<file path="config.mk">
export PLATFORM = sky130hd
export DESIGN_NAME = nai64_lane
export DESIGN_NICKNAME = d
export VERILOG_FILES = /design/src/hdl/nai64_pkg.sv /design/src/hdl/nai64_lane.sv
export SDC_FILE = /design/constraint.sdc
export NUM_CORES = 1
export LEC_CHECK = 0
export BUFFER_PORTS_ARGS = -buffer_cell sky130_fd_sc_hd__buf_4
export CAP_MARGIN = 20
export CORE_MARGIN = 1.5
export CORE_UTILIZATION = 35
export CTS_CLUSTER_SIZE = 20
export DETAILED_ROUTE_END_ITERATION = 6
export GPL_TIMING_DRIVEN = 0
export HOLD_SLACK_MARGIN = 0.05
export PLACE_DENSITY = 0.71
export SYNTH_ARGS = -nofsm -noshare
export SYNTH_HDL_FRONTEND = slang
export SYNTH_SLANG_ARGS = --single-unit
</file>
<file path="constraint.sdc">
create_clock -name clk -period 1.7 [get_ports clk]
set_input_delay 0.34 -clock clk [delete_from_list [all_inputs] [get_ports clk]]
set_output_delay 0.34 -clock clk [all_outputs]
set_load 0.1 [all_outputs]
</file>
<file path="src/hdl/nai64_pkg.sv">
// ----------------------------------------------------------------------------
// nai64_pkg
// Shared constants, types and helpers for the null-aware int64 aggregate.
// ----------------------------------------------------------------------------
package nai64_pkg;

  // Lane count and the shape of the merge tree that follows the lanes.
  localparam int LANES    = 8;
  localparam int LEVELS   = $clog2(LANES);
  localparam int LANE_PAD = 1 << LEVELS;
  localparam int NODES    = 2 * LANE_PAD - 1;

  // Field widths.
  localparam int DATA_W  = 64;
  localparam int COUNT_W = 32;
  localparam int LANES_W = 4;
  localparam int CNT_W   = $clog2(LANES + 1);

  // The most negative 64-bit value marks a null element.
  localparam logic [DATA_W-1:0] NULL_MARK = {1'b1, {(DATA_W-1){1'b0}}};

  // What a lane or a subtree found: non-null count, sum, minimum, maximum.
  typedef struct packed {
    logic [CNT_W-1:0]  cnt;
    logic [DATA_W-1:0] sum;
    logic [DATA_W-1:0] lo;
    logic [DATA_W-1:0] hi;
  } partial_t;

  // Control that travels with one request down the pipeline.
  typedef struct packed {
    logic valid;
    logic last;
  } pipe_ctl_t;

  localparam partial_t EMPTY_PARTIAL = '{cnt: '0, sum: '0, lo: NULL_MARK, hi: NULL_MARK};

  // Combine two partial results; an empty side leaves the other as it is.
  function automatic partial_t merge_pair(partial_t a, partial_t b);
    partial_t r;
    r.cnt = a.cnt + b.cnt;
    r.sum = a.sum + b.sum;
    if (a.cnt == '0) begin
      r.lo = b.lo;
      r.hi = b.hi;
    end else if (b.cnt == '0) begin
      r.lo = a.lo;
      r.hi = a.hi;
    end else begin
      r.lo = ($signed(b.lo) < $signed(a.lo)) ? b.lo : a.lo;
      r.hi = ($signed(b.hi) > $signed(a.hi)) ? b.hi : a.hi;
    end
    return r;
  endfunction

  // Pipeline stage of heap node k: the root is the last tree stage.
  function automatic int node_stage(int k);
    return LEVELS - ($clog2(k + 2) - 1);
  endfunction

endpackage

</file>
<file path="src/hdl/nai64_lane.sv">
// ----------------------------------------------------------------------------
// nai64_lane
// One input lane: drops nulls and unused lanes, registers a lane partial.
// ----------------------------------------------------------------------------
module nai64_lane
  import nai64_pkg::*;
(
  input  logic              clk,
  input  logic              en,
  input  logic              active,
  input  logic [DATA_W-1:0] value,
  output partial_t          part
);

  partial_t part_r;
  partial_t part_nxt;

  // A real, non-null element counts once and seeds sum, minimum and maximum.
  always_comb begin
    if (active && (value != NULL_MARK)) begin
      part_nxt.cnt = CNT_W'(1);
      part_nxt.sum = value;
      part_nxt.lo  = value;
      part_nxt.hi  = value;
    end else begin
      part_nxt = EMPTY_PARTIAL;
    end
  end

  always_ff @(posedge clk) begin
    if (en) begin
      part_r <= part_nxt;
    end
  end

  assign part = part_r;

endmodule

</file>
==> impl_results.md <==
* Area contributors post-synth: edfxtp_1, buf_4, and2_1, nor4_1, nor4_2
* Ys Warns at 0
* Yosys cell types at 14
* Post-CTS Resized at 0
* Total Power at 6.93 mW
* Post-Synthesis Cells at 292
* CTS tree: done
* Pre-Repair DR Iteration Count at 4
* Clock root buffer: clkbuf_8
* Max Clock Freq at 0.663 GHz
* Crit path DAT at 1.17 ns
* Port bufs at 258
* Slew @ Worst Pin at 0.837 ns
* Critical Path RT at 1.36 ns
* Wire per inst at 13.3 um
* Largest register FFs at 66
* First-pass GRT wire length at 13.5 mm
* GPL Wtd Cong at 0.782
* Hold crit path type: input pin to register
* # diodes at 0
* Final Critical Period at 1.51 ns
* Setup_tns at 0 ns
* Yosys top cell area share at 55.5%
* Cts bufs inserted at 9
* Critical Path Start Type: register
* DRC Markers at 0
* Antenna Nets Post-Route at 0
* Filler Cells Inserted at 811
* Initial antenna violation count at 0
* Final Hold Violating Endpoints at 0
* Die ar. at 0.0108 sq mm
* Tcrit/Tclk final at 88.7%
* All-layer global routing usage at 16.3%
* Sequential element share of the synthesized area at 55.5%
* DR iter-0 viols at 66
* Crit-path max FO at 3
* Most area-hungry cell type in the Yosys netlist: edfxtp_1
* Std-Cell Rows at 36
* Hold-critical path endpoint: part[63]
* Layout Nets at 630
* Share of layout cells above drive strength 1 at 71.5%
* Area Growth Syn to Fin at 63.1%
* Number of global-route vias before repair at 2,695
* Syn avg cell area at 12.2 sq um
* H-Tree Depth at 3
* CP Class: register to output pin
* Postcts setup bufs at 0
* Core Box Area at 0.00982 sq mm
* Min-Delay Path Depth at 2
* Post-CTS Hold Buffers at 0
* Flops & latches, synth at 66
* Setup crit end kind: output pin
* Max clock buf depth at 2
* Final setup viols at 0
* Mapped cell area at 0.00357 sq mm
* Initial Util at 36.3%
* Pins Over Slew Limit at 0
* Min-delay src: value[63]
* Worst VDD drop at 0.000519 V
* RSZ-0062 raised after global routing: false
* Final wirelength at 9.27 mm
* Die Y at 104 um
* Die Span X at 104 um
* I/O Pins at 263
* Vias at 2,831
* Slew headroom at 44.2%
* Post-DP HPWL at 7.55 mm
* Status: finished, final reports clean
* Max-Cap Viols at 0
* DR vias/cell at 4.06
* Gr ovfl total at 0
* Largest net degree at the start of global routing at 67
* Pwr/cell area at 1190 mW/mm^2
* Leak at 2.78 nW
* CTS Sinks at 66
* Clock-pin slew on the worst setup and hold paths at 0.06 ns
-- cell type report --
type | instances | area (sq um) | area share, %
buffer | 137 | 1000 | 17.2
clock buffer | 12 | 135 | 2.32
clock inverter | 1 | 5.00 | 0.0860
multi-input combinational | 91 | 592 | 10.2
sequential | 66 | 1980 | 34.1
tap | 133 | 166 | 2.86
timing repair buffer | 258 | 1940 | 33.3
-- synth_stat cells --
cell type and n:
nor4_2 5, conb_1 1, and2_2 1, nand4_1 4
and2_1 62, nor4_1 11, buf_4 130, nor2_1 1
nand2_1 1, clkbuf_1 7, nor2b_1 1, edfxtp_1 66
nor4b_1 1, nand2b_1 1
-- through the flow --
stage          instances  hold slack (ns)  setup slack [ns]  utilization, %  instance area (sq um)
5_1_grt              698            0.289             0.141            59.3                   5820
4_1_cts              698            0.274             0.139            59.3                   5820
2_1_floorplan        294            0.452          -0.00375               -                   3580
6_report             698            0.300             0.191            59.3                   5820
3_5_place_dp         685            0.627           -0.0921            57.8                   5680
3_3_place_gp         685            0.630           -0.0752            57.8                   5680
-- worst max-delay path by stage --
stage	from	to	slack, ns	depth (start not counted)
6_report	part[141]	part[77]	0.19	2
5_1_grt	part[141]	part[77]	0.14	2
4_1_cts	part[141]	part[77]	0.14	2
3_5_place_dp	value[27]	part[191]	-0.09	5
3_3_place_gp	value[19]	part[191]	-0.08	5
2_1_floorplan	part[164]	part[100]	-0.004	1
-- cells by family after synthesis --
| group | after synthesis | share of synthesized area (%) |
|---|---|---|
| buf+inv | 137 | 28.1 |
| flops | 66 | 55.5 |
| other cells | 1 | 0.105 |
| simple gates | 88 | 16.3 |
-- worst max-delay path, cell delays in order, from the launching register on --
cell and delay [ns]:
edfxtp_1 0.46, buf_4 0.17, buf_4 0.22
-- layout by cell type, fill, tap and decap left out, drive strengths merged --
cell,count
clkinv,1
nor2b,1
nor4,16
buf,388
nand2b,1
nand4,4
nor2,1
nor4b,1
nand2,1
and2,63
clkbuf,19
conb,3
edfxtp,66
-- power by group --
group          switching (mW)  internal (mW)  total (mW)  leakage [nW]
Sequential              0.110           1.94        2.05         0.637
Clock                   0.522          0.505        1.03        0.0722
Combinational            2.99          0.855        3.85          2.07
Total                    3.63           3.30        6.93          2.78
-- layer usage --
metal | wire length, um | vias to the layer above | GRT usage, %
met2 | 5020 | 156 | 31.2
met1 | 3400 | 1275 | 16.3
met4 | 161 | 0 | 7.74
met5 | 0 | - | 0
met3 | 688 | 12 | 3.95
li1 | - | 1388 | -
Note: power is estimated with default switching activity, not from simulation.
