File: src/hdl/nai64_pkg.sv
// ----------------------------------------------------------------------------
// nai64_pkg
// Shared constants, types and helpers for the null-aware int64 aggregate.
// ----------------------------------------------------------------------------
package nai64_pkg;

  // Lane count and the shape of the merge tree that follows the lanes.
  localparam int LANES    = 8;
  localparam int LEVELS   = $clog2(LANES);
  localparam int LANE_PAD = 1 << LEVELS;
  localparam int NODES    = 2 * LANE_PAD - 1;

  // Field widths.
  localparam int DATA_W  = 64;
  localparam int COUNT_W = 32;
  localparam int LANES_W = 4;
  localparam int CNT_W   = $clog2(LANES + 1);

  // The most negative 64-bit value marks a null element.
  localparam logic [DATA_W-1:0] NULL_MARK = {1'b1, {(DATA_W-1){1'b0}}};

  // What a lane or a subtree found: non-null count, sum, minimum, maximum.
  typedef struct packed {
    logic [CNT_W-1:0]  cnt;
    logic [DATA_W-1:0] sum;
    logic [DATA_W-1:0] lo;
    logic [DATA_W-1:0] hi;
  } partial_t;

  // Control that travels with one request down the pipeline.
  typedef struct packed {
    logic valid;
    logic last;
  } pipe_ctl_t;

  localparam partial_t EMPTY_PARTIAL = '{cnt: '0, sum: '0, lo: NULL_MARK, hi: NULL_MARK};

  // Combine two partial results; an empty side leaves the other as it is.
  function automatic partial_t merge_pair(partial_t a, partial_t b);
    partial_t r;
    r.cnt = a.cnt + b.cnt;
    r.sum = a.sum + b.sum;
    if (a.cnt == '0) begin
      r.lo = b.lo;
      r.hi = b.hi;
    end else if (b.cnt == '0) begin
      r.lo = a.lo;
      r.hi = a.hi;
    end else begin
      r.lo = ($signed(b.lo) < $signed(a.lo)) ? b.lo : a.lo;
      r.hi = ($signed(b.hi) > $signed(a.hi)) ? b.hi : a.hi;
    end
    return r;
  endfunction

  // Pipeline stage of heap node k: the root is the last tree stage.
  function automatic int node_stage(int k);
    return LEVELS - ($clog2(k + 2) - 1);
  endfunction

endpackage

File: src/hdl/nai64_merge.sv
// ----------------------------------------------------------------------------
// nai64_merge
// Registered pairwise tree that merges the lane partials of one request.
// ----------------------------------------------------------------------------
module nai64_merge
  import nai64_pkg::*;
(
  input  logic      clk,
  input  logic      rst_n,
  input  pipe_ctl_t in_ctl,
  input  partial_t  lane_part [LANES],
  output logic      lane_en,
  input  logic      acc_ready,
  output partial_t  root_part,
  output pipe_ctl_t root_ctl
);

  // Stage 0 is the lane register; stages 1 to LEVELS are tree levels.
  pipe_ctl_t ctl_r [LEVELS+1];
  logic      ready [LEVELS+2];
  partial_t  tree  [NODES];

  // A stage advances when it is empty or the stage after it advances.
  always_comb begin
    ready[LEVELS+1] = acc_ready;
    for (int k = LEVELS; k >= 0; k--) begin
      ready[k] = !ctl_r[k].valid || ready[k+1];
    end
  end

  assign lane_en = ready[0];

  // Request control moves along with the data.
  always_ff @(posedge clk) begin
    if (!rst_n) begin
      for (int k = 0; k <= LEVELS; k++) begin
        ctl_r[k] <= '0;
      end
    end else begin
      if (ready[0]) begin
        ctl_r[0] <= in_ctl;
      end
      for (int k = 1; k <= LEVELS; k++) begin
        if (ready[k]) begin
          ctl_r[k] <= ctl_r[k-1];
        end
      end
    end
  end

  // Leaves of the heap: lane partials, padded with empty ones.
  for (genvar i = 0; i < LANE_PAD; i++) begin : g_leaf
    if (i < LANES) begin : g_real
      assign tree[LANE_PAD-1+i] = lane_part[i];
    end else begin : g_pad
      assign tree[LANE_PAD-1+i] = EMPTY_PARTIAL;
    end
  end

  // Internal nodes, each a register loaded when its level advances.
  for (genvar k = 0; k < LANE_PAD - 1; k++) begin : g_node
    localparam int STG = node_stage(k);
    partial_t node_r;

    always_ff @(posedge clk) begin
      if (ready[STG]) begin
        node_r <= merge_pair(tree[2*k+1], tree[2*k+2]);
      end
    end

    assign tree[k] = node_r;
  end

  assign root_part = tree[0];
  assign root_ctl  = ctl_r[LEVELS];

endmodule

File: config.mk
export PLATFORM = sky130hd
export DESIGN_NAME = nai64_merge
export DESIGN_NICKNAME = d
export VERILOG_FILES = /design/src/hdl/nai64_pkg.sv /design/src/hdl/nai64_merge.sv
export SDC_FILE = /design/constraint.sdc
export NUM_CORES = 2
export LEC_CHECK = 0
export ABC_AREA = 1
export BUFFER_PORTS_ARGS = -buffer_cell sky130_fd_sc_hd__buf_2
export CORE_AREA = 2 2 700 702
export CTS_BUF_LIST = sky130_fd_sc_hd__clkbuf_2 sky130_fd_sc_hd__clkbuf_4 sky130_fd_sc_hd__clkbuf_8
export DETAILED_ROUTE_END_ITERATION = 7
export DIE_AREA = 0 0 702 704
export PLACE_DENSITY = 0.49
export SYNTH_ARGS = -nofsm -noshare
export SYNTH_HDL_FRONTEND = slang
export SYNTH_SLANG_ARGS = --single-unit
File: constraint.sdc
create_clock -name clk -period 32.7 [get_ports clk]
set_input_delay 4.905 -clock clk [delete_from_list [all_inputs] [get_ports clk]]
set_output_delay 4.905 -clock clk [all_outputs]
set_load 0.005 [all_outputs]
==> impl_metrics.toml <==
[flow_run]
cap_violations = 0

[synth]
netlist_instances = 13100
synthDistinctLibCells = 42
synth-edff-count = 1380
async_reset_ff_share_pct = 0
ys_seq_area_share_pct = 39.1
ys_warn_count = 0
synthFlopType = "edfxtp_1"
synth_area_um2 = 106000
avgSynthCellArea_um2 = 8.07
synth_seq_cells = 1380
syn-num-nets = 16100

[power]
power_density_nw_per_um2 = 78.2
ir_drop_uv = 124
p_leak_nw = 62.2
totalPowerFinal_mw = 10.0

[worst_setup_path]
critical_path.endpoint = "lane_en"
r2r-end = "g_node[5].node_r[171]"
reg2reg_depth = 9
critPathMaxStageDelay_ns = 0.49
endpoint_kind = "output port"
path_depth = 8
cp-start-kind = "input pin"
required_ns = 27.79
worst_ep_arrival_time_ns = 6.73
crit_path_start = "acc_ready"
crit_slowest_cell = "nor2_1"
r2r_slack_ns = 26.81
critPathMaxFanout = 101
worstSetupPathType = "in2out"
crit_family = "simple AND/OR/NAND/NOR gates"
reg2reg_from = "ctl_r[3][1]"
critPathBufInv = 4
crit_chain = "buf_2 -> inv_1 -> nand2_4 -> nor2_1 -> inv_8 -> nor2_1 -> nand2_1 -> buf_2"

[sta]
whs_ns = 0.503
finalCritPeriodShare_pct = 35.6
max_freq_mhz = 85.9
final_hold_viol_count = 0
grt_setup_unrepaired = "no"
layout_setup_ws_ns = 21.07
worstMarginPinSlew_ns = 1.25
slew_headroom_pct = 15.9
timing.setup.tns_ns = 0
fin_skew_ns = 0.118
finalSetupViolations = 0
drv_slew = 0
min_period_ns = 11.63

[grt]
grt_pass1_wl_um = 742000
grt_max_degree = 102
antenna_found_initial = 274
grt_usage_pct = 21.1
overflow = 0
grt_pass1_vias = 98600

[outcome]
violations = "design-rule violations"
outcome = "complete, but fails checks"

[placement]
dpl_cell_area_um2 = 122000
preCtsSetupSlack_ns = 21.02
place_hpwl_um = 466000
port_buffers = 1771
place.gp.congestion = 1.02

[clock_tree]
cts_buffer_depth = 4
cts_root_buf = "clkbuf_8"
postCtsSetupBuffers = 0
cts_hold_buf = 0
clk_latency_ns = 1.08
tritoncts = "yes"
cts_resized = 0
cts_htree_levels = 5
clock_sinks = 1380
path_clk_slew_ns = 0.06
cts_buffers = 273

[layout]
mostFrequentLayoutCells = "nand2_1 (3,423), buf_2 (1,771), inv_1 (1,724)"
layout.nets = 17900
final_common_cell = "nand2_1"
syn_to_final_growth_pct = 21.1
stdcell_area_um2 = 128000
final_layout_size_suffix_gt1_share_pct = 15.3
fillers = 54000

[die]
std_cell_rows = 257
core_area_um2 = 487000
dieArea_um2 = 494000
initial_core_util_pct = 21.7
die_y_um = 704
die-width_um = 702
io_pins = 1772

[detailed_routing]
vias_per_cell = 4.66
routed_wl_um = 545000
drtAntennaViolNets = 0
wl_per_cell_um = 24.9
dr.pass1.iters = 8
vias = 102000
drt_iter0_drc = 8099
drc_errors = 5

[worst_hold_path]
hp-class = "reg2reg"
## logic make-up (layout without fill, tap and decap cells)
group,after synthesis,in the layout,synth area share [%]
buffers and inverters,2014,4066,7.42
other,0,188,0
XOR/XNOR,427,427,3.53
flip-flops,1380,1380,39.1
AO/OA/AOI/OAI,2076,2076,10.8
AND/OR/NAND/NOR,5863,5863,23.0
adder cells (fa/ha/maj),1365,1365,16.2
## state kept, by name, indices dropped and copies added, names as in the netlist
name / flops
ctl_r: 8
g_node.node_r: 1176
root_part: 196
## stage by stage
stage | util, % | instances
2_1_floorplan | - | 13100
3_3_place_gp | 25.1 | 21200
3_5_place_dp | 25.1 | 21200
4_1_cts | 26.2 | 21700
5_1_grt | 26.3 | 21800
6_report | 26.3 | 21800
## synth_stat cells, drive strengths merged, types with 44 or more instances
cell / count / area (um^2)
a21boi: 64 / 480
a21o: 70 / 526
a21oi: 1049 / 5250
a31oi: 168 / 1050
and3: 44 / 275
buf: 198 / 1040
clkbuf: 89 / 334
edfxtp: 1380 / 41400
ha: 1351 / 16900
inv: 1727 / 6480
nand2: 3438 / 12900
nand3: 1254 / 6290
nand4: 76 / 475
nor2: 836 / 3140
nor3: 124 / 621
nor4: 66 / 413
o21ai: 557 / 2790
o21bai: 60 / 450
xnor2: 172 / 1510
xor2: 255 / 2230
## routing by layer
layer  global-route usage [%]  up-vias  part of all wire (%)
li1                         -    48600                     -
met1                     23.6    48200                    38
met2                     36.9     3851                    49
met3                     3.46     1066                   5.7
met4                     14.3       66                   7.5
met5                        0        -                 0.078
## worst min path at each step
stage / endpoint / cells past startpoint / slack, ns / start
floorplan: g_node[1].node_r[0] / 2 / 0.51 / g_node[4].node_r[0]
global placement: g_node[1].node_r[128] / 1 / 0.53 / g_node[4].node_r[128]
detailed placement: g_node[1].node_r[97] / 2 / 0.53 / g_node[4].node_r[97]
CTS: g_node[1].node_r[95] / 2 / 0.53 / g_node[4].node_r[95]
global route: g_node[1].node_r[13] / 2 / 0.56 / g_node[4].node_r[13]
finish: g_node[1].node_r[15] / 2 / 0.50 / g_node[4].node_r[15]
## power by group
| group | switching (mW) | leakage, nW | internal [mW] |
|---|---|---|---|
| registers | 0.524 | 15.0 | 2.81 |
| clock network | 0.838 | 2.78 | 0.983 |
| logic | 3.41 | 44.5 | 1.47 |
## layout make-up
type	count	area [um^2]	share of cell area, %
antenna	188	470	0.367
clock buffer	346	4340	3.39
clock inverter	134	1040	0.812
inverter	1727	6490	5.06
multi-input combinational	9731	56900	44.3
sequential	1380	41400	32.3
tap	6475	8100	6.31
timing repair buffer	1859	9520	7.42
## worst min-delay path: stages (launching register included)
cell and delay [ns]:
edfxtp_1 0.38, nand2_1 0.07, nand2_1 0.05
(Power assumes the default switching activity.)
