===== src/hdl/nai64_pkg.sv =====
// ----------------------------------------------------------------------------
// nai64_pkg
// Shared constants, types and helpers for the null-aware int64 aggregate.
// ----------------------------------------------------------------------------
package nai64_pkg;

  // Lane count and the shape of the merge tree that follows the lanes.
  localparam int LANES    = 8;
  localparam int LEVELS   = $clog2(LANES);
  localparam int LANE_PAD = 1 << LEVELS;
  localparam int NODES    = 2 * LANE_PAD - 1;

  // Field widths.
  localparam int DATA_W  = 64;
  localparam int COUNT_W = 32;
  localparam int LANES_W = 4;
  localparam int CNT_W   = $clog2(LANES + 1);

  // The most negative 64-bit value marks a null element.
  localparam logic [DATA_W-1:0] NULL_MARK = {1'b1, {(DATA_W-1){1'b0}}};

  // What a lane or a subtree found: non-null count, sum, minimum, maximum.
  typedef struct packed {
    logic [CNT_W-1:0]  cnt;
    logic [DATA_W-1:0] sum;
    logic [DATA_W-1:0] lo;
    logic [DATA_W-1:0] hi;
  } partial_t;

  // Control that travels with one request down the pipeline.
  typedef struct packed {
    logic valid;
    logic last;
  } pipe_ctl_t;

  localparam partial_t EMPTY_PARTIAL = '{cnt: '0, sum: '0, lo: NULL_MARK, hi: NULL_MARK};

  // Combine two partial results; an empty side leaves the other as it is.
  function automatic partial_t merge_pair(partial_t a, partial_t b);
    partial_t r;
    r.cnt = a.cnt + b.cnt;
    r.sum = a.sum + b.sum;
    if (a.cnt == '0) begin
      r.lo = b.lo;
      r.hi = b.hi;
    end else if (b.cnt == '0) begin
      r.lo = a.lo;
      r.hi = a.hi;
    end else begin
      r.lo = ($signed(b.lo) < $signed(a.lo)) ? b.lo : a.lo;
      r.hi = ($signed(b.hi) > $signed(a.hi)) ? b.hi : a.hi;
    end
    return r;
  endfunction

  // Pipeline stage of heap node k: the root is the last tree stage.
  function automatic int node_stage(int k);
    return LEVELS - ($clog2(k + 2) - 1);
  endfunction

endpackage


===== src/hdl/nai64_acc.sv =====
// ----------------------------------------------------------------------------
// nai64_acc
// Running aggregates of the column and the result register.
// ----------------------------------------------------------------------------
module nai64_acc
  import nai64_pkg::*;
(
  input  logic               clk,
  input  logic               rst_n,
  input  partial_t           part,
  input  pipe_ctl_t          ctl,
  output logic               ready,
  input  logic               out_stall,
  output logic               out_valid,
  output logic [COUNT_W-1:0] out_non_null_count,
  output logic [DATA_W-1:0]  out_total,
  output logic [DATA_W-1:0]  out_smallest,
  output logic [DATA_W-1:0]  out_largest
);

  logic [COUNT_W-1:0] run_cnt_r;
  logic [DATA_W-1:0]  run_sum_r;
  logic [DATA_W-1:0]  run_lo_r;
  logic [DATA_W-1:0]  run_hi_r;

  logic               out_valid_r;
  logic [COUNT_W-1:0] out_cnt_r;
  logic [DATA_W-1:0]  out_sum_r;
  logic [DATA_W-1:0]  out_lo_r;
  logic [DATA_W-1:0]  out_hi_r;

  logic               out_free;
  logic               take;
  logic [COUNT_W:0]   cnt_sum;
  logic [COUNT_W-1:0] cnt_nxt;
  logic [DATA_W-1:0]  sum_nxt;
  logic [DATA_W-1:0]  lo_nxt;
  logic [DATA_W-1:0]  hi_nxt;

  // A last request needs room in the result register; others never wait.
  assign out_free = !out_valid_r || !out_stall;
  assign ready    = !ctl.valid || !ctl.last || out_free;
  assign take     = ctl.valid && (!ctl.last || out_free);

  // Fold the request partial into the running values; the count saturates.
  always_comb begin
    cnt_sum = {1'b0, run_cnt_r} + (COUNT_W+1)'(part.cnt);
    cnt_nxt = cnt_sum[COUNT_W] ? {COUNT_W{1'b1}} : cnt_sum[COUNT_W-1:0];
    sum_nxt = run_sum_r + part.sum;
    if (run_cnt_r == '0) begin
      lo_nxt = part.lo;
      hi_nxt = part.hi;
    end else if (part.cnt == '0) begin
      lo_nxt = run_lo_r;
      hi_nxt = run_hi_r;
    end else begin
      lo_nxt = ($signed(part.lo) < $signed(run_lo_r)) ? part.lo : run_lo_r;
      hi_nxt = ($signed(part.hi) > $signed(run_hi_r)) ? part.hi : run_hi_r;
    end
  end

  // Running state: updated per request, cleared after the last one.
  always_ff @(posedge clk) begin
    if (!rst_n) begin
      run_cnt_r <= '0;
      run_sum_r <= '0;
      run_lo_r  <= NULL_MARK;
      run_hi_r  <= NULL_MARK;
    end else if (take) begin
      if (ctl.last) begin
        run_cnt_r <= '0;
        run_sum_r <= '0;
        run_lo_r  <= NULL_MARK;
        run_hi_r  <= NULL_MARK;
      end else begin
        run_cnt_r <= cnt_nxt;
        run_sum_r <= sum_nxt;
        run_lo_r  <= lo_nxt;
        run_hi_r  <= hi_nxt;
      end
    end
  end

  // Result valid flag.
  always_ff @(posedge clk) begin
    if (!rst_n) begin
      out_valid_r <= 1'b0;
    end else if (take && ctl.last) begin
      out_valid_r <= 1'b1;
    end else if (!out_stall) begin
      out_valid_r <= 1'b0;
    end
  end

  // Result payload; a column with no non-null value reports the null mark.
  always_ff @(posedge clk) begin
    if (take && ctl.last) begin
      out_cnt_r <= cnt_nxt;
      if (cnt_nxt == '0) begin
        out_sum_r <= NULL_MARK;
        out_lo_r  <= NULL_MARK;
        out_hi_r  <= NULL_MARK;
      end else begin
        out_sum_r <= sum_nxt;
        out_lo_r  <= lo_nxt;
        out_hi_r  <= hi_nxt;
      end
    end
  end

  assign out_valid          = out_valid_r;
  assign out_non_null_count = out_cnt_r;
  assign out_total          = out_sum_r;
  assign out_smallest       = out_lo_r;
  assign out_largest        = out_hi_r;

  // The running state is clear right after a column closes.
  a_clear_after_last: assert property (@(posedge clk) disable iff (!rst_n)
    (take && ctl.last) |=> (run_cnt_r == '0 && run_sum_r == '0))
    else $error("running state not cleared after last request");

  // With nothing counted, minimum and maximum still hold the null mark.
  a_empty_running: assert property (@(posedge clk) disable iff (!rst_n)
    (run_cnt_r == '0) |-> (run_lo_r == NULL_MARK && run_hi_r == NULL_MARK))
    else $error("running min/max set while count is zero");

  // Minimum never exceeds maximum once something was counted.
  a_running_order: assert property (@(posedge clk) disable iff (!rst_n)
    (run_cnt_r != '0) |-> ($signed(run_lo_r) <= $signed(run_hi_r)))
    else $error("running minimum above running maximum");

  // An empty result reports the null mark in every value field.
  a_empty_result: assert property (@(posedge clk) disable iff (!rst_n)
    (out_valid_r && out_cnt_r == '0) |->
      (out_sum_r == NULL_MARK && out_lo_r == NULL_MARK && out_hi_r == NULL_MARK))
    else $error("empty column result without null mark");

  // A waiting result is never overwritten by a new last request.
  a_no_overwrite: assert property (@(posedge clk) disable iff (!rst_n)
    (out_valid_r && out_stall) |-> !(take && ctl.last))
    else $error("pending result overwritten");

endmodule

===== config.mk =====
export PLATFORM = sky130hd
export DESIGN_NAME = nai64_acc
export DESIGN_NICKNAME = d
export VERILOG_FILES = /design/src/hdl/nai64_pkg.sv /design/src/hdl/nai64_acc.sv
export SDC_FILE = /design/constraint.sdc
export NUM_CORES = 1
export LEC_CHECK = 0
export BUFFER_PORTS_ARGS = -buffer_cell sky130_fd_sc_hd__buf_2
export CAP_MARGIN = 20
export CELL_PAD_IN_SITES_DETAIL_PLACEMENT = 0
export CELL_PAD_IN_SITES_GLOBAL_PLACEMENT = 2
export CORE_MARGIN = 2
export CORE_UTILIZATION = 36
export CTS_CLUSTER_DIAMETER = 60
export DETAILED_ROUTE_END_ITERATION = 8
export PLACE_DENSITY = 0.79
export SLEW_MARGIN = 20
export SYNTH_ARGS = -nofsm -noshare
export SYNTH_HDL_FRONTEND = slang
export SYNTH_SLANG_ARGS = --single-unit

===== constraint.sdc =====
create_clock -name clk -period 13.6 [get_ports clk]
set_input_delay 2.04 -clock clk [delete_from_list [all_inputs] [get_ports clk]]
set_output_delay 2.04 -clock clk [all_outputs]
set_load 0.01 [all_outputs]

==> results of run 1 <==
## cell families after synthesis
family	after synthesis
XOR/XNOR	74
AO/OA/AOI/OAI	757
adder cells (fa/ha/maj)	196
AND/OR/NAND/NOR	756
flip-flops	449
buffers and inverters	353
multiplexers	74
## cells in the final DEF (no fill, tap or decap), drive strengths merged, types with 9 or more instances in the layout
cell type,n
buf,451
nand2,272
dfxtp,225
edfxtp,224
ha,194
a21oi,180
inv,170
nor2,132
a32o,126
nand4,115
o21ai,110
a21o,99
o31ai,77
clkbuf,73
mux2i,71
xnor2,48
and2,46
nor2b,42
nand3,36
nor3,32
a22oi,29
o21a,26
xor2,26
and3,21
clkinv,19
o21bai,14
nor4,13
or3,11
nand2b,10
o211ai,10
a31oi,10
diode,9
## cell type report
| type | count | area [sq um] | area share [%] |
|---|---|---|---|
| Antenna cell | 9 | 22.52 | 0.07406 |
| Clock buffer | 73 | 1579 | 5.193 |
| Tap cell | 940 | 1176 | 3.868 |
| Inverter | 164 | 615.6 | 2.024 |
| Multi-Input combinational cell | 1857 | 13040 | 42.89 |
| Clock inverter | 34 | 391.6 | 1.288 |
| Timing Repair Buffer | 451 | 2352 | 7.735 |
| Sequential cell | 449 | 11230 | 36.93 |
## routing by layer
layer / vias to the layer above / GRT usage, % / wire (um)
li1: 10590 / - / -
met1: 10780 / 28.41 / 36610
met4: 18 / 5.670 / 1825
met3: 134 / 4.544 / 5071
met5: - / 0 / 127
met2: 677 / 36.86 / 39700
## sequential cells by signal, indices dropped and copies added (netlist names)
register	flops
run_sum_r	64
out_valid	1
out_non_null_count	32
run_hi_r	64
out_total	64
run_lo_r	64
run_cnt_r	32
out_largest	64
out_smallest	64
## worst min path at each step
stage / cells after the start / endpoint / start / slack (ns)
6_report: 2 / run_sum_r[47]$_SDFFE_PN0P_ / run_sum_r[47]$_SDFFE_PN0P_ / 0.46
5_1_grt: 2 / run_sum_r[60]$_SDFFE_PN0P_ / run_sum_r[60]$_SDFFE_PN0P_ / 0.49
4_1_cts: 2 / run_sum_r[51]$_SDFFE_PN0P_ / run_sum_r[51]$_SDFFE_PN0P_ / 0.46
3_5_place_dp: 2 / run_sum_r[51]$_SDFFE_PN0P_ / run_sum_r[51]$_SDFFE_PN0P_ / 0.45
3_3_place_gp: 2 / run_sum_r[39]$_SDFFE_PN0P_ / run_sum_r[39]$_SDFFE_PN0P_ / 0.44
2_1_floorplan: 2 / run_sum_r[34]$_SDFFE_PN0P_ / run_sum_r[34]$_SDFFE_PN0P_ / 0.43
## power breakdown
part	total [uW]	switching, uW	internal, uW
combinational	663	428	235
clock	1590	630	957
sequential	1550	35.0	1520
## through the flow
| stage | worst slack, ns | hold WS [ns] | cell area, sq um | util, % | instances |
|---|---|---|---|---|---|
| after CTS | 7.693 | 0.4632 | 30390 | 43.24 | 3968 |
| final | 7.575 | 0.4575 | 30410 | 43.27 | 3977 |
| after detailed placement | 7.027 | 0.4486 | 28420 | 40.44 | 3861 |
| after floorplan | 0.9022 | 0.4291 | 25620 | - | 2659 |
| after global routing | 7.316 | 0.4927 | 30400 | 43.26 | 3973 |
| after global placement | 7.156 | 0.4413 | 28390 | 40.40 | 3860 |
## worst register-to-register path: stages (launching register included)
cell,delay (ns)
dfxtp_1,0.37
ha_1,0.18
inv_1,0.05
fa_1,0.40
nor2b_1,0.18
o21ai_1,0.18
a2111oi_0,0.89
mux2i_1,0.34
nand2_1,0.10
nor4_2,0.26
nand3_1,0.16
nor2_4,0.57
buf_4,0.75
a21oi_1,0.16
==> summary.txt, run 1 <==
Clock tree
  • H-tree depth: 2
  • CTS Buffer Depth: 3
  • Clock Latency Late Sink: 0.63 ns
  • Clock sink count: 449
  • # Post-CTS Setup Buffers: 0
  • CTS buffer count: 57
  • Post-CTS Hold Buffers: 0
  • Post-CTS sizing: 0
  • Root Buffer: clkbuf_16
  • CTS tree: done
  • Reg clk slew, reported paths: 0.06 ns

Yosys
  • Mean area per synthesized cell: 9.636 sq um
  • Synth warn: 0
  • Count leader, synth: nand2_1
  • Post-Synth Adder-Cell Area: 9.630%
  • Mux cell area share after synthesis: 2.935%
  • Async SR Flop Fraction: 0%
  • Number of synthesized flops with an enable pin: 224
  • Yosys cell types: 80
  • Cell type with the highest aggregate area in the netlist: edfxtp_1
  • Sequential share of the synthesized area: a little over two fifths
  • Largest family of logic cells by synthesized area: compound AO/OA/AOI/OAI gates
  • #FFs+latches synth: 449
  • Cell count after synthesis: 2,659
  • Post-Syn Area: around 0.026 sq mm
  • Synth top cells by count: 270 x nand2_1, 225 x dfxtp_1, 224 x edfxtp_1
  • Dominant synthesized flop cell: dfxtp_1
  • Post-synthesis xor/xnor area fraction: under 10%
  • Post-synthesis simple-gate area fraction: 14.47%
  • Synth Area in Compound Gates: 21.03%
  • Top cells by area, synth: edfxtp_1 26%, dfxtp_1 18%, ha_1 9.5%
  • Net count after synthesis: 3,056
  • Area fraction of the dominant cell type after synthesis: 26.25%

Die
  • Initial Util: approximately 36%
  • Die X-Extent: about 270 um
  • Die Height: 270.8 um
  • Ports: about 430
  • Core area: 0.07027 sq mm
  • DIE AREA: about 0.073 sq mm
  • Row cnt: 97

Placement
  • Hpwl dp: 57.04 mm
  • GP Congestion: 0.8905
  • IO buf count: 426

STA
  • Final Hold Fails: 0
  • Clock Skew: 0.02090 ns
  • Setup TNS: 0 ns
  • Relative slew slack: 26.27%
  • Max Fclk: 166.0 MHz
  • Final Setup Violations: 0
  • Slew Viols, Final: 0
  • Minimum clock period: 6.025 ns
  • Crit share post-route: 44.30%
  • Worst-Margin Slew: 1.106 ns
  • RSZ-0062 raised after global routing: no

Final layout
  • Filler cell count: 6,930
  • P&R area growth vs syn: 18.69%
  • Number of nets in the layout: 3,377
  • Share of layout cells above drive strength 1: a little under a fifth

Power and ir drop
  • Maximum vdd drop: 92.69 uV
  • Leakage: 0.01228 uW
  • PwrDens: 125.1 mW/mm^2
  • Design Power: around 3800 uW

Flow run
  • Max cap viols: 0

Min path
  • Hold Crit Class: reg2reg

Setup path
  • Crit path largest cell delay: 0.89 ns
  • Crit path max-delay cell type: a2111oi_0
  • RR Endpoint: out_smallest[21]$_SDFFCE_PN0P_
  • CP Launch Point: part[192]
  • Worst Setup End Kind: register
  • CP top delay family: simple AND/OR/NAND/NOR gates
  • CP Max Fanout: 63
  • Worst Setup Start Kind: input port
  • Worst Setup EP: out_smallest[21]$_SDFFCE_PN0P_
  • Reg2Reg Launch Point: run_cnt_r[0]$_SDFFE_PN0P_
  • Crit path buf inv count: 3
  • R2r worst-path depth: 13
  • Crit-path cells: buf_2 -> ha_1 -> inv_1 -> fa_1 -> nor2b_1 -> o21ai_1 -> a2111oi_0 -> mux2i_1 -> nand2_1 -> nor4_2 -> nand3_1 -> nor2_4 -> buf_4 -> a21oi_1
  • CP Depth: 14
  • CP Class: in2reg
  • Reg2Reg Setup Slack: 8.71 ns
  • Critical Path RT: 13.93 ns
  • Worst Path Arrival: ~6.4 ns

Global route
  • Vias in the first global route: between 20,000 and 25,000
  • Total gr overflow: 0
  • Total Routing Usage GR: between 20% and 30%
  • Initial antenna violation count: 20
  • Largest net degree at the start of global routing: 138
  • First-pass GRT wire length: 127.9 mm

Routing
  • DRC viols: 0
  • Via count: 22,200
  • Routed vias/inst: 5.582
  • DRT antenna net count: 0
  • DR iter-0 viols: 1,419
  • Drt wl/cell: 20.95 um
  • DRT Pass-1 Iters: 5
  • Drt total wl: 83.34 mm

Status
  • Status: finished, final reports clean
Power figures use the tool's default switching activity.
==> run 2, diff against run 1 <==
- CORE_UTILIZATION: 36 -> 32
- PLACE_DENSITY: 0.79 -> 0.75
- clock period: 13.6 -> 5.25 ns (I/O delays scaled with it)
==> run 2 against run 1 <==
Clock power grew to 2.7 times the previous value. Cell area up 1.4%. Sequential share of layout area fell by 0.52 points.
==> summary.txt, run 2 (synthesized netlist as in run 1, its figures left out) <==
Flow run
  • Max cap viols: 0 (unchanged)

Global route
  • Largest net degree at the start of global routing: 77 (-44%)
  • Vias in the first global route: 21,850 (+0.40%)
  • Total gr overflow: 0 (unchanged)
  • Total Routing Usage GR: 20.24% (-1.6 points)
  • Initial antenna violation count: 17 (-15%)
  • First-pass GRT wire length: 131.3 mm (+2.7%)

Die
  • Core area: 0.07913 sq mm (+13%)
  • Die X-Extent: 287.0 um (+6.0%)
  • Initial Util: 32.38% (-4.1 points)
  • Die Height: 287.0 um (+6.0%)
  • Ports: 427 (unchanged)
  • Row cnt: 103 (+6.2%)
  • DIE AREA: 0.08234 sq mm (+12%)

STA
  • Crit share post-route: 82.10%
  • Final Setup Violations: 0 (unchanged)
  • Clock Skew: 0.02524 ns (+0.004343 ns)
  • Slew Viols, Final: 0 (unchanged)
  • Max Fclk: approximately 230 MHz
  • Worst-Margin Slew: 0.9700 ns (-0.1360 ns)
  • Final Hold Fails: 0 (unchanged)
  • Relative slew slack: 35.33% (+9.1 points)
  • Minimum clock period: 4.311 ns
  • Setup TNS: 0 ns (unchanged)
  • RSZ-0062 raised after global routing: no

Power and ir drop
  • Design Power: 10,010 uW (+160%)
  • PwrDens: 324.4 mW/mm^2 (+160%)
  • Leakage: 0.01240 uW (+0.98%)
  • Maximum vdd drop: 219.4 uV (+140%)

Clock tree
  • CTS Buffer Depth: 3 (unchanged)
  • Clock sink count: 449 (unchanged)
  • CTS buffer count: 58 (+1.8%)
  • Root Buffer: clkbuf_16
  • Clock Latency Late Sink: 0.63 ns (about the same)
  • H-tree depth: 2 (unchanged)
  • CTS tree: done
  • Reg clk slew, reported paths: 0.06 ns (about the same)
  • Post-CTS sizing: 0 (unchanged)
  • # Post-CTS Setup Buffers: 0 (unchanged)
  • Post-CTS Hold Buffers: 0 (unchanged)

Placement
  • GP Congestion: 0.8398 (-5.7%)
  • IO buf count: 426 (unchanged)
  • DP Cell Count: 3,984 (+3.2%)
  • Hpwl dp: 60.45 mm (+6.0%)

Routing
  • Routed vias/inst: 5.407 (-3.1%)
  • Via count: 22,160 (-0.18%)
  • DRT antenna net count: 0 (unchanged)
  • DRC viols: 0 (unchanged)
  • DRT Pass-1 Iters: 6 (+1)
  • Drt total wl: 86.49 mm (+3.8%)
  • DR iter-0 viols: 1,465 (+3.2%)
  • Drt wl/cell: 21.11 um (+0.72%)

Setup path
  • CP Class: reg2reg
  • CP Max Fanout: 47 (-25%)
  • Worst Setup Start Kind: register
  • Worst Path Arrival: 4.65 ns (-1.70 ns)
  • Critical Path RT: 5.59 ns (-8.34 ns)
  • Worst Setup End Kind: register

Final layout
  • P&R area growth vs syn: 20.38%
  • Filler cell count: 8,023 (+16%)
  • Most frequent cells in the layout: 426 x buf_2, 269 x nand2_1, 225 x dfxtp_1
  • Finished Layout Cells: 4,098 (+3.0%)
  • Most common cell after layout, fill and taps aside: buf_2
  • Number of nets in the layout: 3,391 (+0.41%)
  • Share of layout cells above drive strength 1: 19.62% (+0.60 points)

Min path
  • Hold Crit Class: in2reg

Status
  • Status: finished, final reports clean
[run 2: final timing paths]
check	slack, ns	end	startpoint	cells after the start
worst min-delay path	0.41	run_lo_r[37]$_SDFFE_PN0P_	part[101]	2
worst max register to register	0.94	out_smallest[63]$_SDFFCE_PN1P_	run_lo_r[63]$_SDFFE_PN1P_	13
worst max-delay path	0.94	out_smallest[63]$_SDFFCE_PN1P_	run_lo_r[63]$_SDFFE_PN1P_	13
worst min register to register	0.46	run_sum_r[48]$_SDFFE_PN0P_	run_sum_r[48]$_SDFFE_PN0P_	2
[run 2: stage by stage]
step                      cell area (sq um)  hold slack (ns)  setup WS (ns)  util (%)
after floorplan                       25630           0.4291         0.1453         -
after global placement                28790           0.4381         0.2188     36.39
after detailed placement              28800           0.4480         0.3176     36.39
after CTS                             30830           0.3715         0.8563     38.96
after global routing                  30830           0.3918         0.6667     38.96
final                                 30840           0.4131         0.9395     38.98
[run 2: routing by layer]
layer / vias up / global-route usage [%] / part of all wire, %
li1: 10580 / - / -
met2: 693 / 34.28 / 48
met3: 136 / 4.190 / 6.8
met4: 20 / 4.805 / 2.1
met5: - / 0 / 0.16
met1: 10730 / 26.36 / 43
[run 2: cell type report]
class,instances,area (sq um),area share (%)
inverters,164,615.6,1.996
clock buffers,78,1660,5.383
multi-input cells,1857,13040,42.29
repair buffers,464,2592,8.406
flip-flops and latches,449,11230,36.41
well taps,1050,1314,4.260
diodes,5,12.51,0.04057
clock inverters,31,374.1,1.213
[run 2: critical path, stage by stage (launching register included)]
cell,delay [ns]
dfxtp_1,0.33
inv_1,0.07
ha_1,0.43
nand4_1,0.20
or4_1,0.55
or3_1,0.47
nor2_1,0.16
o31ai_1,0.13
nor4b_1,0.17
buf_4,0.17
or3_2,0.69
buf_12,0.31
a31oi_1,0.22
o21ai_0,0.13
[run 2: power breakdown]
part           switching (uW)  leakage [uW]  internal, uW  total, uW
Sequential               95.0       0.00395          3930       4030
Clock                    1650      0.000975          2570       4220
Combinational            1130       0.00748           633       1760
==> run 3, diff against run 2 <==
- clock period: 5.25 -> 3.5 ns (I/O delays scaled with it)
==> run 3 against run 2 <==
The flow now finishes with violations (setup timing). Count of clock-buffer cells in the layout up 11. Sequential share of layout area down 3.7 points. Combinational power up 85%. Critical path type unchanged. Worst hold slack worse by 0.27 ns. Highest routed layer unchanged. Largest power group unchanged.
==> summary.txt, run 3 (synthesized netlist as in run 1, its figures left out) <==
Routing
  • DRT antenna net count: 0 (unchanged)
  • Drt total wl: 94.03 mm (+8.7%)
  • Drt wl/cell: 21.22 um (+0.54%)
  • Routed vias/inst: 5.344 (-1.2%)
  • DRT Pass-1 Iters: 6 (unchanged)
  • Via count: 23,680 (+6.9%)
  • DRC viols: 0 (unchanged)
  • DR iter-0 viols: 1,610 (+9.9%)

Power and ir drop
  • Leakage: 0.01423 uW (+15%)
  • Maximum vdd drop: 360.6 uV (+64%)
  • PwrDens: 448.4 mW/mm^2 (+38%)

Final layout
  • Number of nets in the layout: 3,714 (+9.5%)
  • P&R area growth vs syn: 34.26%
  • Most common cell after layout, fill and taps aside: buf_2
  • Utilization after layout: 43.47% (+4.5 points)
  • Share of layout cells above drive strength 1: 30.14% (+11 points)
  • Most frequent cells in the layout: 426 x buf_2, 303 x buf_4, 268 x nand2_1
  • Filler cell count: 7,762 (-3.3%)

STA
  • Minimum clock period: 3.543 ns (-0.7677 ns)
  • RSZ-0062 raised after global routing: yes
  • Final Setup Violations: 10 (+10)
  • Worst-Margin Slew: 0.9126 ns (-0.05737 ns)
  • Final Hold Fails: 0 (unchanged)
  • PnR worst setup slack: -0.04277 ns (-0.9823 ns)
  • Relative slew slack: 39.16% (+3.8 points)
  • Clock Skew: 0.02705 ns (+0.001807 ns)
  • Max Fclk: 282.3 MHz (+22%)
  • Crit share post-route: 101.2% (+19 points)
  • Slew Viols, Final: 0 (unchanged)
  • Worst hold margin: 0.1406 ns (-0.2725 ns)

Global route
  • First-pass GRT wire length: 138.9 mm (+5.7%)
  • Vias in the first global route: 23,870 (+9.3%)
  • Total Routing Usage GR: 21.56% (+1.3 points)
  • Total gr overflow: 0 (unchanged)
  • Largest net degree at the start of global routing: 92 (+19%)
  • Initial antenna violation count: 22 (+5)

Placement
  • IO buf count: 426 (unchanged)
  • GP Congestion: 0.8576 (+2.1%)
  • Hpwl dp: 64.14 mm (+6.1%)

Clock tree
  • Clock Latency Late Sink: 0.64 ns (about the same)
  • Reg clk slew, reported paths: 0.06 ns (about the same)
  • CTS buffer count: 59 (+1.7%)
  • CTS Buffer Depth: 3 (unchanged)
  • Root Buffer: clkbuf_16
  • Clock sink count: 449 (unchanged)
  • H-tree depth: 2 (unchanged)
  • CTS tree: done

Min path
  • Hold Crit Start: part[72]
  • WHS Path Cells: 2 (unchanged)
  • Hold Path Sink: run_lo_r[8]$_SDFFE_PN0P_
  • Hold Crit Class: in2reg

Setup path
  • Crit path largest cell delay: 0.40 ns (-0.29 ns)
  • Crit path max-delay cell type: a2111oi_2
  • Worst Setup Start Kind: register
  • R2r worst-path depth: 18 (+5)
  • Crit path top cell by count: buf_4
  • Critical Path RT: 3.87 ns (-1.72 ns)
  • RR Endpoint: out_largest[59]$_SDFFCE_PN0P_
  • Reg2Reg Launch Point: run_cnt_r[0]$_SDFFE_PN0P_
  • Worst Path Arrival: 3.91 ns (-0.74 ns)
  • CP Max Fanout: 28 (-40%)
  • Reg2Reg Setup Slack: -0.04 ns (-0.98 ns)
  • Crit-path cells: ha_4 -> inv_2 -> fa_2 -> nor2b_4 -> o21a_1 -> buf_4 -> nor2_4 -> buf_4 -> nor3_2 -> buf_4 -> or3_4 -> a2111oi_2 -> and4_4 -> nand2_8 -> buf_12 -> buf_4 -> nand2_1 -> mux2i_1
  • Worst Setup End Kind: register
  • CP Class: reg2reg

Die
  • Die X-Extent: 287.0 um (unchanged)
  • Initial Util: 32.38% (unchanged)
  • Die Height: 287.0 um (unchanged)
  • Core area: 0.07913 sq mm (unchanged)
  • Ports: 427 (unchanged)
  • Row cnt: 103 (unchanged)
  • DIE AREA: 0.08234 sq mm (unchanged)

Flow run
  • Max cap viols: 0 (unchanged)

Status
  • Failing checks: setup timing
  • Status: finished, violations left
## run 3: cell count changes in the layout (fill, tap and decap cells not counted), moves of 14 or more
cell / before / now
clkbuf_1: 10 / 24
buf_12: 14 / 33
a21oi_1: 180 / 154
buf_4: 24 / 303
a21oi_2: 0 / 23
## run 3: power breakdown
part	internal [uW]	leakage [uW]	switching [uW]
clock network	3660	0.000931	2460
registers	5900	0.00395	137
logic	1350	0.00935	1910
## run 3: worst max path at each step
stage,endpoint,depth (start not counted),from
after floorplan,out_largest[0]$_SDFFCE_PN0P_,5,ctl[0]
after global placement,out_smallest[5]$_SDFFCE_PN0P_,17,part[192]
after detailed placement,out_total[61]$_SDFFCE_PN0P_,15,part[129]
after CTS,out_smallest[38]$_SDFFCE_PN0P_,16,run_cnt_r[0]$_SDFFE_PN0P_
after global routing,out_largest[10]$_SDFFCE_PN0P_,18,run_cnt_r[0]$_SDFFE_PN0P_
final,out_largest[59]$_SDFFCE_PN0P_,18,run_cnt_r[0]$_SDFFE_PN0P_
## run 3: final cells by class
cell class / instances / area (sq um) / area share [%]
multi-input combinational: 1858 / 13700 / 39.83
antenna: 13 / 32.53 / 0.09457
tap: 1050 / 1314 / 3.819
sequential: 449 / 11240 / 32.68
inverter: 164 / 615.6 / 1.790
timing repair buffer: 785 / 5548 / 16.13
clock inverter: 23 / 276.5 / 0.8039
clock buffer: 89 / 1672 / 4.860
## run 3: timing repair
item | 4_1_cts | 5_1_grt
setup buffers | 18 | 7
resized for setup | 92 | 69
endpoints found under the setup margin | 267 | 253
hold endpoints to repair | 0 | 0
hold buffers | 0 | 0
gates cloned | 8 | 7
pin swaps | 24 | 30
## run 3: worst max-delay path, delay by kind of cell (launching register included)
family | cells | cell delay [ns]
AO/OA/AOI/OAI | 2 | 0.59
adder cells (fa/ha/maj) | 2 | 0.38
multiplexers | 1 | 0.06
buffers and inverters | 6 | 0.80
AND/OR/NAND/NOR | 7 | 1.10
flip-flops | 1 | 0.33
## run 3: per-stage QoR
step	power (uW)	TNS [ns]	std cells	area, sq um	setup WS [ns]
floorplan	7796	-265.88	2659	25670	-1.183
global placement	9092	-188.16	4269	31130	-0.8740
detailed placement	9118	-159.61	4269	31130	-0.7508
CTS	15510	-2.249	4406	33900	-0.07007
global route	16110	-19.00	4423	34380	-0.2020
finish	15420	-0.3262	4431	34400	-0.04277
## run 3: metal layers
metal | track usage [%] | routed length [um] | vias to the layer above
met1 | 26.99 | 39090 | 11400
met3 | 5.159 | 7019 | 181
met2 | 35.90 | 44790 | 825
met4 | 8.099 | 2969 | 22
met5 | 0 | 160 | -
li1 | - | - | 11250
